==> config.mk <==
export PLATFORM = sky130hd
export DESIGN_NAME = mbd_out_fifo_flat
export DESIGN_NICKNAME = d
export VERILOG_FILES = /design/src/hdl/mbd_pkg.sv /design/src/hdl/mbd_if.sv /design/src/hdl/mbd_out_fifo.sv /design/src/flat_wrapper.sv
export SDC_FILE = /design/constraint.sdc
export NUM_CORES = 1
export LEC_CHECK = 0
export ABC_CLOCK_PERIOD_IN_PS = 2000
export BUFFER_PORTS_ARGS = -buffer_cell sky130_fd_sc_hd__buf_2
export CAP_MARGIN = 5
export CORE_ASPECT_RATIO = 0.8
export CORE_MARGIN = 1.5
export CORE_UTILIZATION = 30
export CTS_BUF_LIST = sky130_fd_sc_hd__clkbuf_8
export DETAILED_ROUTE_END_ITERATION = 7
export PLACE_DENSITY = 0.53
export REMOVE_ABC_BUFFERS = 1
export SYNTH_ARGS = -nofsm -noshare
export SYNTH_HDL_FRONTEND = slang
export SYNTH_SLANG_ARGS = --single-unit
==> constraint.sdc <==
create_clock -name clk -period 2 [get_ports clk]
set_clock_uncertainty 0.1 [all_clocks]
set_input_delay 0.5 -clock clk [delete_from_list [all_inputs] [get_ports clk]]
set_output_delay 0.5 -clock clk [all_outputs]
set_load 0.03 [all_outputs]
==> src/hdl/mbd_pkg.sv <==
// Package for the mip-map box downsampler: sizing defaults, register codes,
// the averaging mode and the result beat type.
// No dependencies; every other file of the block imports it.
package mbd_pkg;

  localparam int MBD_MAX_WIDTH_LOG2  = 8;
  localparam int MBD_MAX_HEIGHT_LOG2 = 8;
  localparam int MBD_MAX_COMPONENTS  = 4;

  // depth is never stored per row, so its cap is fixed
  localparam int DEPTH_LOG2_CAP = 8;
  localparam int Z_W            = 8;

  localparam int SAMPLE_W  = 8;
  localparam int CONTRIB_W = 10;
  localparam int SUM_W     = 11;
  localparam int CFG_IDX_W = 2;
  localparam int CFG_W     = 4;
  localparam int NCOMP_W   = 3;

  localparam int MBD_OUT_DEPTH = 4;

  typedef enum logic [CFG_IDX_W-1:0] {
    CFG_WIDTH_LOG2     = 2'd0,
    CFG_HEIGHT_LOG2    = 2'd1,
    CFG_DEPTH_LOG2     = 2'd2,
    CFG_NUM_COMPONENTS = 2'd3
  } cfg_reg_t;

  // the code doubles as the right shift applied to the block sum
  typedef enum logic [1:0] {
    MODE_1D = 2'd1,
    MODE_2D = 2'd2,
    MODE_3D = 2'd3
  } mode_t;

  typedef struct packed {
    logic [SAMPLE_W-1:0] avg_value;
    logic                level_done;
  } out_beat_t;

endpackage

==> src/hdl/mbd_if.sv <==


interface mbd_out_if import mbd_pkg::*; ();
  logic                valid;
  logic                ready;
  logic [SAMPLE_W-1:0] avg_value;
  logic                level_done;

  modport source (output valid, output avg_value, output level_done, input ready);
  modport sink (input valid, input avg_value, input level_done, output ready);
endinterface

==> src/hdl/mbd_out_fifo.sv <==
// Small result queue between the write-back stage and the output channel.
// Depends on mbd_pkg (out_beat_t) and mbd_out_if.
module mbd_out_fifo import mbd_pkg::*; #(
  parameter int DEPTH = MBD_OUT_DEPTH
) (
  input  logic                       clk,
  input  logic                       rst_n,
  input  logic                       push,
  input  out_beat_t                  push_beat,
  output logic [$clog2(DEPTH+1)-1:0] count,
  mbd_out_if.source                  out_ch
);

  localparam int PW   = (DEPTH > 1) ? $clog2(DEPTH) : 1;
  localparam int CNTW = $clog2(DEPTH+1);

  out_beat_t         buf_r [DEPTH];
  logic [PW-1:0]     wr_ptr_r, wr_ptr_nxt;
  logic [PW-1:0]     rd_ptr_r, rd_ptr_nxt;
  logic [CNTW-1:0]   count_r, count_nxt;
  logic              pop;

  assign pop              = out_ch.valid && out_ch.ready;
  assign out_ch.valid     = (count_r != '0);
  assign out_ch.avg_value = buf_r[rd_ptr_r].avg_value;
  assign out_ch.level_done = buf_r[rd_ptr_r].level_done;
  assign count            = count_r;

  always_comb begin
    wr_ptr_nxt = wr_ptr_r;
    rd_ptr_nxt = rd_ptr_r;
    count_nxt  = count_r;
    if (push) begin
      wr_ptr_nxt = (wr_ptr_r == PW'(DEPTH-1)) ? '0 : wr_ptr_r + 1'b1;
    end
    if (pop) begin
      rd_ptr_nxt = (rd_ptr_r == PW'(DEPTH-1)) ? '0 : rd_ptr_r + 1'b1;
    end
    if (push && !pop) begin
      count_nxt = count_r + 1'b1;
    end else if (pop && !push) begin
      count_nxt = count_r - 1'b1;
    end
  end

  always_ff @(posedge clk) begin
    if (!rst_n) begin
      wr_ptr_r <= '0;
      rd_ptr_r <= '0;
      count_r  <= '0;
    end else begin
      wr_ptr_r <= wr_ptr_nxt;
      rd_ptr_r <= rd_ptr_nxt;
      count_r  <= count_nxt;
    end
  end

  always_ff @(posedge clk) begin
    if (push) begin
      buf_r[wr_ptr_r] <= push_beat;
    end
  end

endmodule

==> src/flat_wrapper.sv <==
// flat-port wrapper written by rule: the top's interface ports become plain ports
module mbd_out_fifo_flat import mbd_pkg::*;
#(
  parameter int DEPTH = MBD_OUT_DEPTH
)
  (clk, rst_n, push, push_beat, count, out_ch_valid, out_ch_avg_value, out_ch_level_done, out_ch_ready);
  mbd_out_if out_ch_i ();
  input  logic clk;
  input  logic rst_n;
  input  logic push;
  input  out_beat_t push_beat;
  output logic [$clog2(DEPTH+1)-1:0] count;
  output wire logic [$bits(out_ch_i.valid)-1:0] out_ch_valid;
  output wire logic [$bits(out_ch_i.avg_value)-1:0] out_ch_avg_value;
  output wire logic [$bits(out_ch_i.level_done)-1:0] out_ch_level_done;
  input wire logic [$bits(out_ch_i.ready)-1:0] out_ch_ready;
  assign out_ch_valid = out_ch_i.valid;
  assign out_ch_avg_value = out_ch_i.avg_value;
  assign out_ch_level_done = out_ch_i.level_done;
  assign out_ch_i.ready = out_ch_ready;
  mbd_out_fifo #(.DEPTH(DEPTH)) u_core (.clk(clk), .rst_n(rst_n), .push(push), .push_beat(push_beat), .count(count), .out_ch(out_ch_i));
endmodule
## Word-level counts from Yosys, hierarchy flattened

Memories as Yosys holds them, arrays and structs flattened. A register that Yosys moved wholly into a read port is not among the register bits.
Index checks and enable logic that the tools add are counted.

| word-level totals | value |
|---|---|
| bits in registers | 7 |
| bits in latches | 0 |
| bits in writable memories | 36 |
| memory bits (read-only) | 0 |
| input port bits | 13 |
| output and inout bits | 13 |
| memories kept | 1 |

| cells by class | value |
|---|---|
| add/sub/neg operators | 4 |
| $mul | 0 |
| divide/modulo/power cells | 0 |
| $lt $le $gt $ge | 0 |
| equality and inequality tests | 2 |
| shift operators | 0 |
| mux-type cells | 8 |
| bitwise operators | 0 |
| reductions and logical operators | 7 |

Memories:

| name | words | width | rd ports | clocked after Yosys merged registers in | write ports | line | text |
|---|---|---|---|---|---|---|---|
| u_core.buf_r | 4 | 9 | 1 | 1 | 1 | mbd_out_fifo.sv:17 | `out_beat_t buf_r [DEPTH];` |

Operators with widths:

| cell | number |
|---|---|
| 2-bit two-way mux | 4 |
| 3-bit two-way mux | 2 |
| 2-bit by 1-bit adder with 2-bit output, second input constant | 2 |
| 2-bit equality test, second input constant | 2 |
| 3-bit by 1-bit adder with 3-bit output, second input constant | 1 |
| 1-bit logical AND | 3 |
| 3-bit nonzero test | 1 |
| 3-bit by 1-bit subtractor with 3-bit output, second input constant | 1 |
| 1-bit zero test | 2 |
| 1-bit two-way mux | 2 |
| 2-bit nonzero test | 1 |

## Depth between registers and ports, before layout

Gate-level depths: netlist (run 1).

| depth | value |
|---|---|
| word-level depth | 5 |
| mapped depth | 7 |

## Worst setup path after synthesis (run 1)

Ideal clock, no wire load.

| path | value |
|---|---|
| path kind | register to register |
| start point | register u_core.count_r[0], in the netlist u_core.count[0] |
| end point | register u_core.count_r[2], in the netlist u_core.count[2] |
| arrival | 1.971 ns |
| data required time | 1.830 ns |
| setup slack | -0.141 ns |
| stages on the path, launching flop included | 8 |
| path buffers | 0 |
| clock period less this slack | 2.141 ns |
| path through | dfxtp_1 o31ai_4 ha_1 inv_1 fa_1 xor2_1 or3_1 a21boi_1 |

| on the way | value |
|---|---|
| cells in the longest elaborated chain, start to end | 5 |
| elaborated cells between the ends (all ways) | 10 |

Ends and longest elaborated chain:

| item | line | text |
|---|---|---|
| start, declared | mbd_out_fifo.sv:20 | `logic [CNTW-1:0] count_r, count_nxt;` |
| start signal, assigned | mbd_out_fifo.sv:54 | `count_r <= count_nxt;` |
| parallel branches: the longest is 5 deep, another holds 3-bit by 1-bit subtractor with 3-bit output | n/a |  |

Parallel ways; which one is timed is not known. The select of a mux whose other input is x is not followed.
A chain may end at the register's enable or synchronous reset.

==> results of run 1 <==
## power by group
part / leakage (nW) / switching [mW] / internal [mW]
combinational: 0.390 / 0.471 / 0.518
sequential: 0.407 / 0.0666 / 1.10
clock: 0.0570 / 0.292 / 0.364
total: 0.854 / 0.830 / 1.98
## flip-flops by register name, indices dropped and copies added, names as in the netlist, named ones only
name / flops
u_core.buf_r: 36
u_core.count: 3
u_core.rd_ptr_r: 2
u_core.wr_ptr_r: 2
## cells by family (layout without fill, tap and decap cells)
logic type	after synthesis	after routing	synth area share, %
XOR/XNOR	2	2	0.991
buffers and inverters	6	53	1.77
adder cells (fa/ha/maj)	7	7	5.38
multiplexers	11	11	12.6
AND/OR/NAND/NOR	16	16	5.03
AO/OA/AOI/OAI	6	6	2.90
flip-flops	45	45	71.3
## cell type report
cell class | count | area (sq um)
Multi-Input combinational cell | 42 | 480
Clock inverter | 3 | 37.5
Inverter | 3 | 11.3
Sequential cell | 45 | 1270
Timing Repair Buffer | 42 | 342
Clock buffer | 5 | 68.8
Fill cell | 522 | 3250
Tap cell | 78 | 97.6
## placed cells by master (no fill, tap or decap), types with 2 or more instances in the layout
| cell | count |
|---|---|
| buf_2 | 16 |
| dfxtp_4 | 3 |
| and2_1 | 5 |
| ha_1 | 5 |
| buf_4 | 15 |
| or3_1 | 2 |
| mux4_2 | 9 |
| o21ai_0 | 3 |
| buf_6 | 9 |
| nor2_1 | 2 |
| dfxtp_1 | 6 |
| clkbuf_8 | 5 |
| nor2b_1 | 2 |
| mux2i_1 | 2 |
| nand3_1 | 2 |
| nand2_1 | 2 |
| edfxtp_1 | 36 |
| inv_1 | 3 |
## how the worst max path moves through the flow
stage	from	endpoint	cells past startpoint
after CTS	register	out_ch_avg_value[5]	3
after global placement	out_ch_ready	u_core.count[2]$_SDFFE_PN0P_	8
after global routing	register	out_ch_avg_value[5]	3
final	register	out_ch_avg_value[4]	3
after detailed placement	out_ch_ready	u_core.count[2]$_SDFFE_PN0P_	8
after floorplan	u_core.count[0]$_SDFFE_PN0P_	u_core.count[2]$_SDFFE_PN0P_	7
## stage by stage
stage	setup TNS [ns]	hold slack (ns)	setup slack [ns]	util, %
2_1_floorplan	-0.140	0.378	-0.140	-
3_3_place_gp	-0.0113	0.395	-0.0113	37.0
3_5_place_dp	-0.102	0.432	-0.102	37.0
4_1_cts	-0.847	0.302	-0.119	41.0
5_1_grt	-1.05	0.302	-0.138	41.6
6_report	-0.592	0.313	-0.0868	41.6
## routing by layer
layer	vias up	track usage, %	routed length (um)
met5	-	0	0
met4	0	5.73	61
met3	8	3.46	147
met2	23	17.6	1520
met1	446	13.1	1320
li1	450	-	-
## worst max-delay path, delay by kind of cell (launching register included)
| family | cells | cell delay, ns |
|---|---|---|
| mux | 1 | 0.52 |
| buf+inv | 2 | 0.29 |
| flops | 1 | 0.39 |
## what timing repair did
item / CTS / global route
buffers inserted: 2 / 4
gates resized for setup: 27 / 1
pin swaps: 2 / 3
endpoints found under the setup margin: 10 / 10
endpoints found under the hold margin: 0 / 0
cloned: 1 / 0
==> run metrics, run 1 <==
status=complete, but fails checks; violated checks=negative setup slack; Hold Fails Final Rpt=0; total power=2.81 mW; Worst setup EP type=output pin; CP arrival=1.49 ns; I/O Buffers=25; n_diodes=0; drt initial violations=61; Yosys cell types=23; WL final=3.05 mm; most instantiated library cell after synthesis=edfxtp_1; synthesis-stage register bit count=45; row cnt=24; achievable frequency=479 MHz; Final Critical Period=2.09 ns; starting density of the core=31.8%; residual DRC count=0; CTS tree=built; die height=71.7 um; Pre-antenna DRT Iters=4; share of layout cells above drive strength 1=45.7%; CTS H-tree depth=2; Setup crit start kind=register; post-synth top area share=61.1%; placed cells=203; CORE AREA=5560 sq um; Worst Hold End=u_core.buf_r[3][1]$_DFFE_PP_; Final period util=104%; Final ANT Viol Nets=0; final setup violating endpoints=9; Peak VDD IR=0.571 mV; Crit Path Category=reg2out; hold bufs inserted after CTS=0; Final Non-Filler Cells=218; vias in the first global route=989; die span in x=88.8 um; initial antenna violation count=0; Syn Inst Count=93; CTS clk-pin slew, worst paths=0.08 ns; top post-synthesis cells by area=edfxtp_1 (61%), mux4_2 (11%), dfxtp_1 (10%); Routability Congestion=0.676; Hold Crit Class=in2reg; yosys warns=0; fin. max-slew vios=0; GRT Util Overall=10.9%; largest net degree at the start of global routing=14; Nets=159; CP required=1.40 ns; min-delay src=push_beat[1]; Mean Syn Cell Area=19.0 sq um; slew at the pin with the worst max-slew slack=0.211 ns; LEAKAGE=0.854 nW; Overflow after GRT=0; post-synthesis sequential area ratio=71.3%; R2R Setup Slk=0.03 ns; CTS max path bufs=2; die area=6370 sq um; synth-to-layout area growth=30.6%; Slew HR=85.8%; CTS Buf Count=5; maxcap violations=0; clk sinks=45; final worst slack=-0.0868 ns; Reg-to-Reg End=u_core.count[2]$_SDFFE_PN0P_; via/cell ratio=4.25; CP max stage cell=mux4_2; Critical Path, Cell by Cell=buf_12 -> mux4_2 -> buf_6; ys async rst share=0%; vias after detailed routing=927; Mapped Area=1770 sq um; Post-synth EDFFs=36; # IOs=26; global-route wire length before repair=4.82 mm; Reg2Reg Depth=7; area leader, netlist=edfxtp_1; Synth Flop Type=edfxtp_1; Max FO, Critical Path=5; DR WL/cell=14.0 um; RSZ-0062 raised after global routing=true; Clk Latency, worst-skew pair=0.30 ns; Post-DP Area=2060 sq um; P per Cell Area=1220 nW/um^2; worst reg2reg path startpoint=u_core.count[0]$_SDFFE_PN0P_; Post-synth top cells=edfxtp_1 (36), dfxtp_1 (9), mux4_2 (9); Final HPWL DP=2.07 mm; Finished Cell Area=2310 sq um; WHS Path Cells=1; slowest cell delay on critical path=0.52 ns; clock root buffer=clkbuf_8
(Power assumes the default switching activity.)
==> run 2, diff against run 1 <==
--- a/config.mk
+++ b/config.mk
@@ -16,2 +16,3 @@
 export PLACE_DENSITY = 0.53
+export RECOVER_POWER = 100
 export REMOVE_ABC_BUFFERS = 1
--- a/constraint.sdc
+++ b/constraint.sdc
@@ -4,2 +4,2 @@
 set_output_delay 0.5 -clock clk [all_outputs]
-set_load 0.03 [all_outputs]
+set_load 0.02 [all_outputs]
==> run 2 against run 1 <==
Against the previous run:
- the flow still finishes with violations (negative setup slack)
- critical endpoint is now out_ch_avg_value[5]
- design area fell by 1.6%
- global-route usage did not move
- combinational power fell by 10%
- flip-flop and latch count did not move
- non-clock buffer count did not move
- register-to-register slack barely moved
- critical path depth did not move
- worst setup slack improved by 0.0071 ns
- critical path type unchanged
- die area did not move
==> run metrics, run 2 (synthesis results as in run 1) <==
GRT Util Overall=10.9%; # IOs=26; most frequent cells in the layout=edfxtp_1 (36), clkbuf_1 (17), mux4_2 (9), buf_6 (9), buf_4 (9); Final Critical Period=2.08 ns; Final ANT Viol Nets=0; LEAKAGE=0.797 nW; Slew HR=58.5%; Finished Cell Area=2270 sq um; synth-to-layout area growth=28.6%; Worst setup EP type=output pin; WL met2=1.48 mm; DR WL met3=137 um; RSZ-0062 raised after global routing=true; violated checks=negative setup slack; die height=71.7 um; share of layout cells above drive strength 1=32.9%; worst reg2reg path startpoint=u_core.count[0]$_SDFFE_PN0P_; die span in x=88.8 um; final setup violating endpoints=9; Nets=159; WL final=3.04 mm; met1 WL=1.37 mm; row cnt=24; clock root buffer=clkbuf_8; largest net degree at the start of global routing=14; P per Cell Area=1190 nW/um^2; Routability Congestion=0.676; CP arrival=1.48 ns; CTS max path bufs=2; Final HPWL DP=2.07 mm; final worst slack=-0.0797 ns; total power=2.72 mW; Post-DP Area=2060 sq um; Top reg by flops=u_core.buf_r; TNS Setup=-0.521 ns; Clk Latency, worst-skew pair=0.30 ns; status=complete, but fails checks; n_diodes=0; via/cell ratio=4.27; achievable frequency=481 MHz; maxcap violations=0; Peak VDD IR=0.518 mV; Finished Core Util=40.9%; Hold Crit Class=in2reg; vias after detailed routing=931; global-route wire length before repair=4.82 mm; fin. max-slew vios=0; Crit Path Category=reg2out; Max FO, Critical Path=5; Pre-antenna DRT Iters=4; I/O Buffers=25; leading cell type in the layout, fill and taps excluded=edfxtp_1; residual DRC count=0; initial antenna violation count=0; min-delay src=push_beat[2]; CTS clk-pin slew, worst paths=0.07 ns; starting density of the core=31.8%; Setup crit start kind=register; DR WL/cell=14.0 um; hold bufs inserted after CTS=0; vias in the first global route=989; CTS H-tree depth=2; top layer in use=met4; CTS Buf Count=5; drt initial violations=57; Hold Fails Final Rpt=0; slew at the pin with the worst max-slew slack=0.623 ns; die area=6370 sq um; clk sinks=45; dpl ws=-0.102 ns; max FFs per register=36; CTS tree=built; Final period util=104%; CP required=1.40 ns; CORE AREA=5560 sq um; Overflow after GRT=0
[run 2: cell types whose count changed in the layout (fill, tap and decap cells not counted)]
cell      previous run  this run
ha_1                 5         6
and2_0               0         3
clkbuf_2             0         1
ha_2                 1         0
clkbuf_1             0        17
and2_1               5         2
clkbuf_4             0         1
buf_4               15         9
buf_2               16         3
[run 2: critical path, cell delays in order, from the launching register on]
cell and delay [ns]:
dfxtp_4 0.39, buf_12 0.13, mux4_2 0.52, buf_6 0.15
[run 2: report_power, final]
part | total (mW) | switching (mW) | internal [mW]
sequential | 1.17 | 0.0671 | 1.10
combinational | 0.890 | 0.395 | 0.495
clock | 0.654 | 0.291 | 0.364
[run 2: metal layers]
metal,GRT usage [%],vias up
met1,13.1,451
met4,5.73,0
met3,3.46,8
met2,17.6,23
met5,0,-
li1,-,449
[run 2: layout make-up]
| class | instances | area [sq um] |
|---|---|---|
| clock buffer | 5 | 68.8 |
| tap | 78 | 97.6 |
| clock inverter | 3 | 37.5 |
| fill | 532 | 3280 |
| sequential | 45 | 1270 |
| timing repair buffer | 42 | 308 |
| inverter | 3 | 11.3 |
| multi-input combinational | 42 | 478 |
[run 2: worst paths after layout]
check | cells after the start | slack (ns) | to
worst max-delay path | 3 | -0.08 | out_ch_avg_value[5]
worst min-delay path | 1 | 0.36 | u_core.buf_r[0][2]$_DFFE_PP_
worst max register to register | 7 | 0.04 | u_core.count[2]$_SDFFE_PN0P_
worst min register to register | 2 | 0.45 | u_core.rd_ptr_r[1]$_SDFFE_PN0P_
[run 2: through the flow]
stage / instances / hold WS, ns
after floorplan: 90 / 0.378
after global placement: 203 / 0.395
after detailed placement: 203 / 0.432
after CTS: 214 / 0.302
after global routing: 218 / 0.354
final: 218 / 0.360
[run 2: what timing repair did]
action | in CTS | in global routing
endpoints found under the setup margin | 10 | 10
pin swaps | 2 | 3
buffers inserted | 2 | 4
gates resized for setup | 27 | 1
cloned | 1 | 0
==> run 3, diff against run 2 <==
Settings changed: CORE_UTILIZATION 30 to 52, PLACE_DENSITY 0.53 to 0.81.
==> run 3 against run 2 <==
Against the previous run:
- the flow still finishes with violations (negative setup slack)
- non-clock buffer count down 5
- die area down 41%
- combinational power down 1%
- worst setup slack better by 0.014 ns
- first-iteration DRC count down 12%
- sequential power about the same
- wire length down 7.4%
- clock-buffer cell count unchanged
- flip-flop and latch count unchanged
- critical path depth unchanged
- core utilization up 29 points
- critical path type unchanged
- critical endpoint is now out_ch_level_done
- largest cell class unchanged
- largest power group unchanged
==> run metrics, run 3 (synthesis results as in run 1) <==
Nets=154; Worst Hold End=u_core.buf_r[2][6]$_DFFE_PP_; leading cell type in the layout, fill and taps excluded=edfxtp_1; Slew HR=55.1%; Final Critical Period=2.07 ns; Routability Congestion=0.673; via/cell ratio=5.26; Crit Path Category=reg2out; fin. max-slew vios=0; CP required=1.40 ns; Final Non-Filler Cells=175; row cnt=18; achievable frequency=484 MHz; Top Family by Delay on Critical Path=multiplexers; most frequent cells in the layout=edfxtp_1 (36), clkbuf_1 (13), mux4_2 (9), buf_6 (9), buf_4 (8); CP arrival=1.47 ns; # IOs=26; RSZ-0062 raised after global routing=true; starting density of the core=56.1%; global-route wire length before repair=4.57 mm; Worst setup EP type=output pin; Reg2Reg Depth=7; Finished Core Util=69.7%; vias after detailed routing=920; Hold Fails Final Rpt=0; vias in the first global route=979; I/O Buffers=25; Final HPWL DP=1.94 mm; placed cells=163; slowest cell delay on critical path=0.51 ns; violated checks=negative setup slack; drt initial violations=50; CP max stage cell=mux4_2; maxcap violations=0; synth-to-layout area growth=24.3%; CORE AREA=3150 sq um; die area=3760 sq um; min-delay src=push_beat[6]; n_diodes=0; die height=55.2 um; CTS Buf Count=5; CTS clk-pin slew, worst paths=0.08 ns; residual DRC count=0; P per Cell Area=1220 nW/um^2; Peak VDD IR=0.944 mV; TNS Setup=-0.463 ns; LEAKAGE=0.787 nW; GRT Util Overall=18.2%; Overflow after GRT=0; total power=2.68 mW; Clk Latency, worst-skew pair=0.28 ns; WHS Path Cells=1; Setup crit start kind=register; CTS max path bufs=2; Max FO, Critical Path=5; clk sinks=45; clock root buffer=clkbuf_8; Pre-antenna DRT Iters=4; Final period util=103%; initial antenna violation count=0; max FFs per register=36; Top reg by flops=u_core.buf_r; R2R Setup Slk=0.05 ns; dpl ws=-0.0716 ns; worst reg2reg path startpoint=u_core.count[2]$_SDFFE_PN0P_; WL final=2.82 mm; Hold Crit Class=in2reg; CTS H-tree depth=2; largest net degree at the start of global routing=15; CTS tree=built; final worst slack=-0.0652 ns; die span in x=68.2 um; Critical Path, Cell by Cell=buf_12 -> mux4_2 -> buf_6; share of layout cells above drive strength 1=32.6%; CP Depth=3; status=complete, but fails checks; final setup violating endpoints=9; Final ANT Viol Nets=0; Reg-to-Reg End=u_core.count[2]$_SDFFE_PN0P_; slew at the pin with the worst max-slew slack=0.673 ns; DR WL/cell=16.1 um; WP buf/inv=2
==> run 3: cell count changes in the layout (fill, tap and decap cells not counted), moves of 2 or more <==
cell / change
clkbuf_1: -4
and2_0: +2
dfxtp_4: -2
and2_1: -2
==> run 3: worst max path at each step <==
stage                                         endpoint                          from
after global placement    u_core.count[2]$_SDFFE_PN0P_                  out_ch_ready
after floorplan           u_core.count[2]$_SDFFE_PN0P_  u_core.count[0]$_SDFFE_PN0P_
after global routing               out_ch_avg_value[2]                      register
final                                out_ch_level_done                      register
after detailed placement  u_core.count[2]$_SDFFE_PN0P_                  out_ch_ready
after CTS                            out_ch_level_done                      register
==> run 3: what timing repair did <==
action | in CTS | in global routing
hold buffers | 0 | 0
gates resized for setup | 24 | 1
setup buffers | 2 | 1
setup endpoints to repair | 10 | 10
cloned | 1 | 0
endpoints found under the hold margin | 0 | 0
pin swaps | 2 | 3
==> run 3: metal layers <==
metal | up-vias | track usage (%) | part of all wire, %
met5 | - | 0 | 0
met4 | 0 | 9.00 | 1.5
met3 | 6 | 4.86 | 3.6
met2 | 23 | 31.7 | 53
met1 | 456 | 21.2 | 42
li1 | 435 | - | -
==> run 3: worst register-to-register path, delay by kind of cell, from the launching register on <==
kind                     cells  cell delay (ns)
buffers and inverters        1             0.06
AND/OR/NAND/NOR              1             0.30
flip-flops                   1             0.34
AO/OA/AOI/OAI                2             0.38
XOR/XNOR                     1             0.16
adder cells (fa/ha/maj)      2             0.54
==> run 3: area by class of cell <==
type / instances / area [sq um]
sequential: 45 / 1270
fill: 214 / 955
tap: 40 / 50.0
inverter: 3 / 11.3
clock inverter: 3 / 38.8
clock buffer: 5 / 68.8
timing repair buffer: 37 / 285
multi-input combinational: 42 / 478
==> run 3: metrics by stage <==
stage / hold WS (ns) / instance area [sq um]
CTS: 0.313 / 2210
global route: 0.365 / 2200
floorplan: 0.378 / 1750
detailed placement: 0.426 / 2000
global placement: 0.401 / 2000
finish: 0.370 / 2200
==> run 3: where the power goes <==
group | switching [mW] | internal (mW)
Combinational | 0.396 | 0.481
Sequential | 0.0590 | 1.10
Clock | 0.281 | 0.365
Total | 0.736 | 1.94
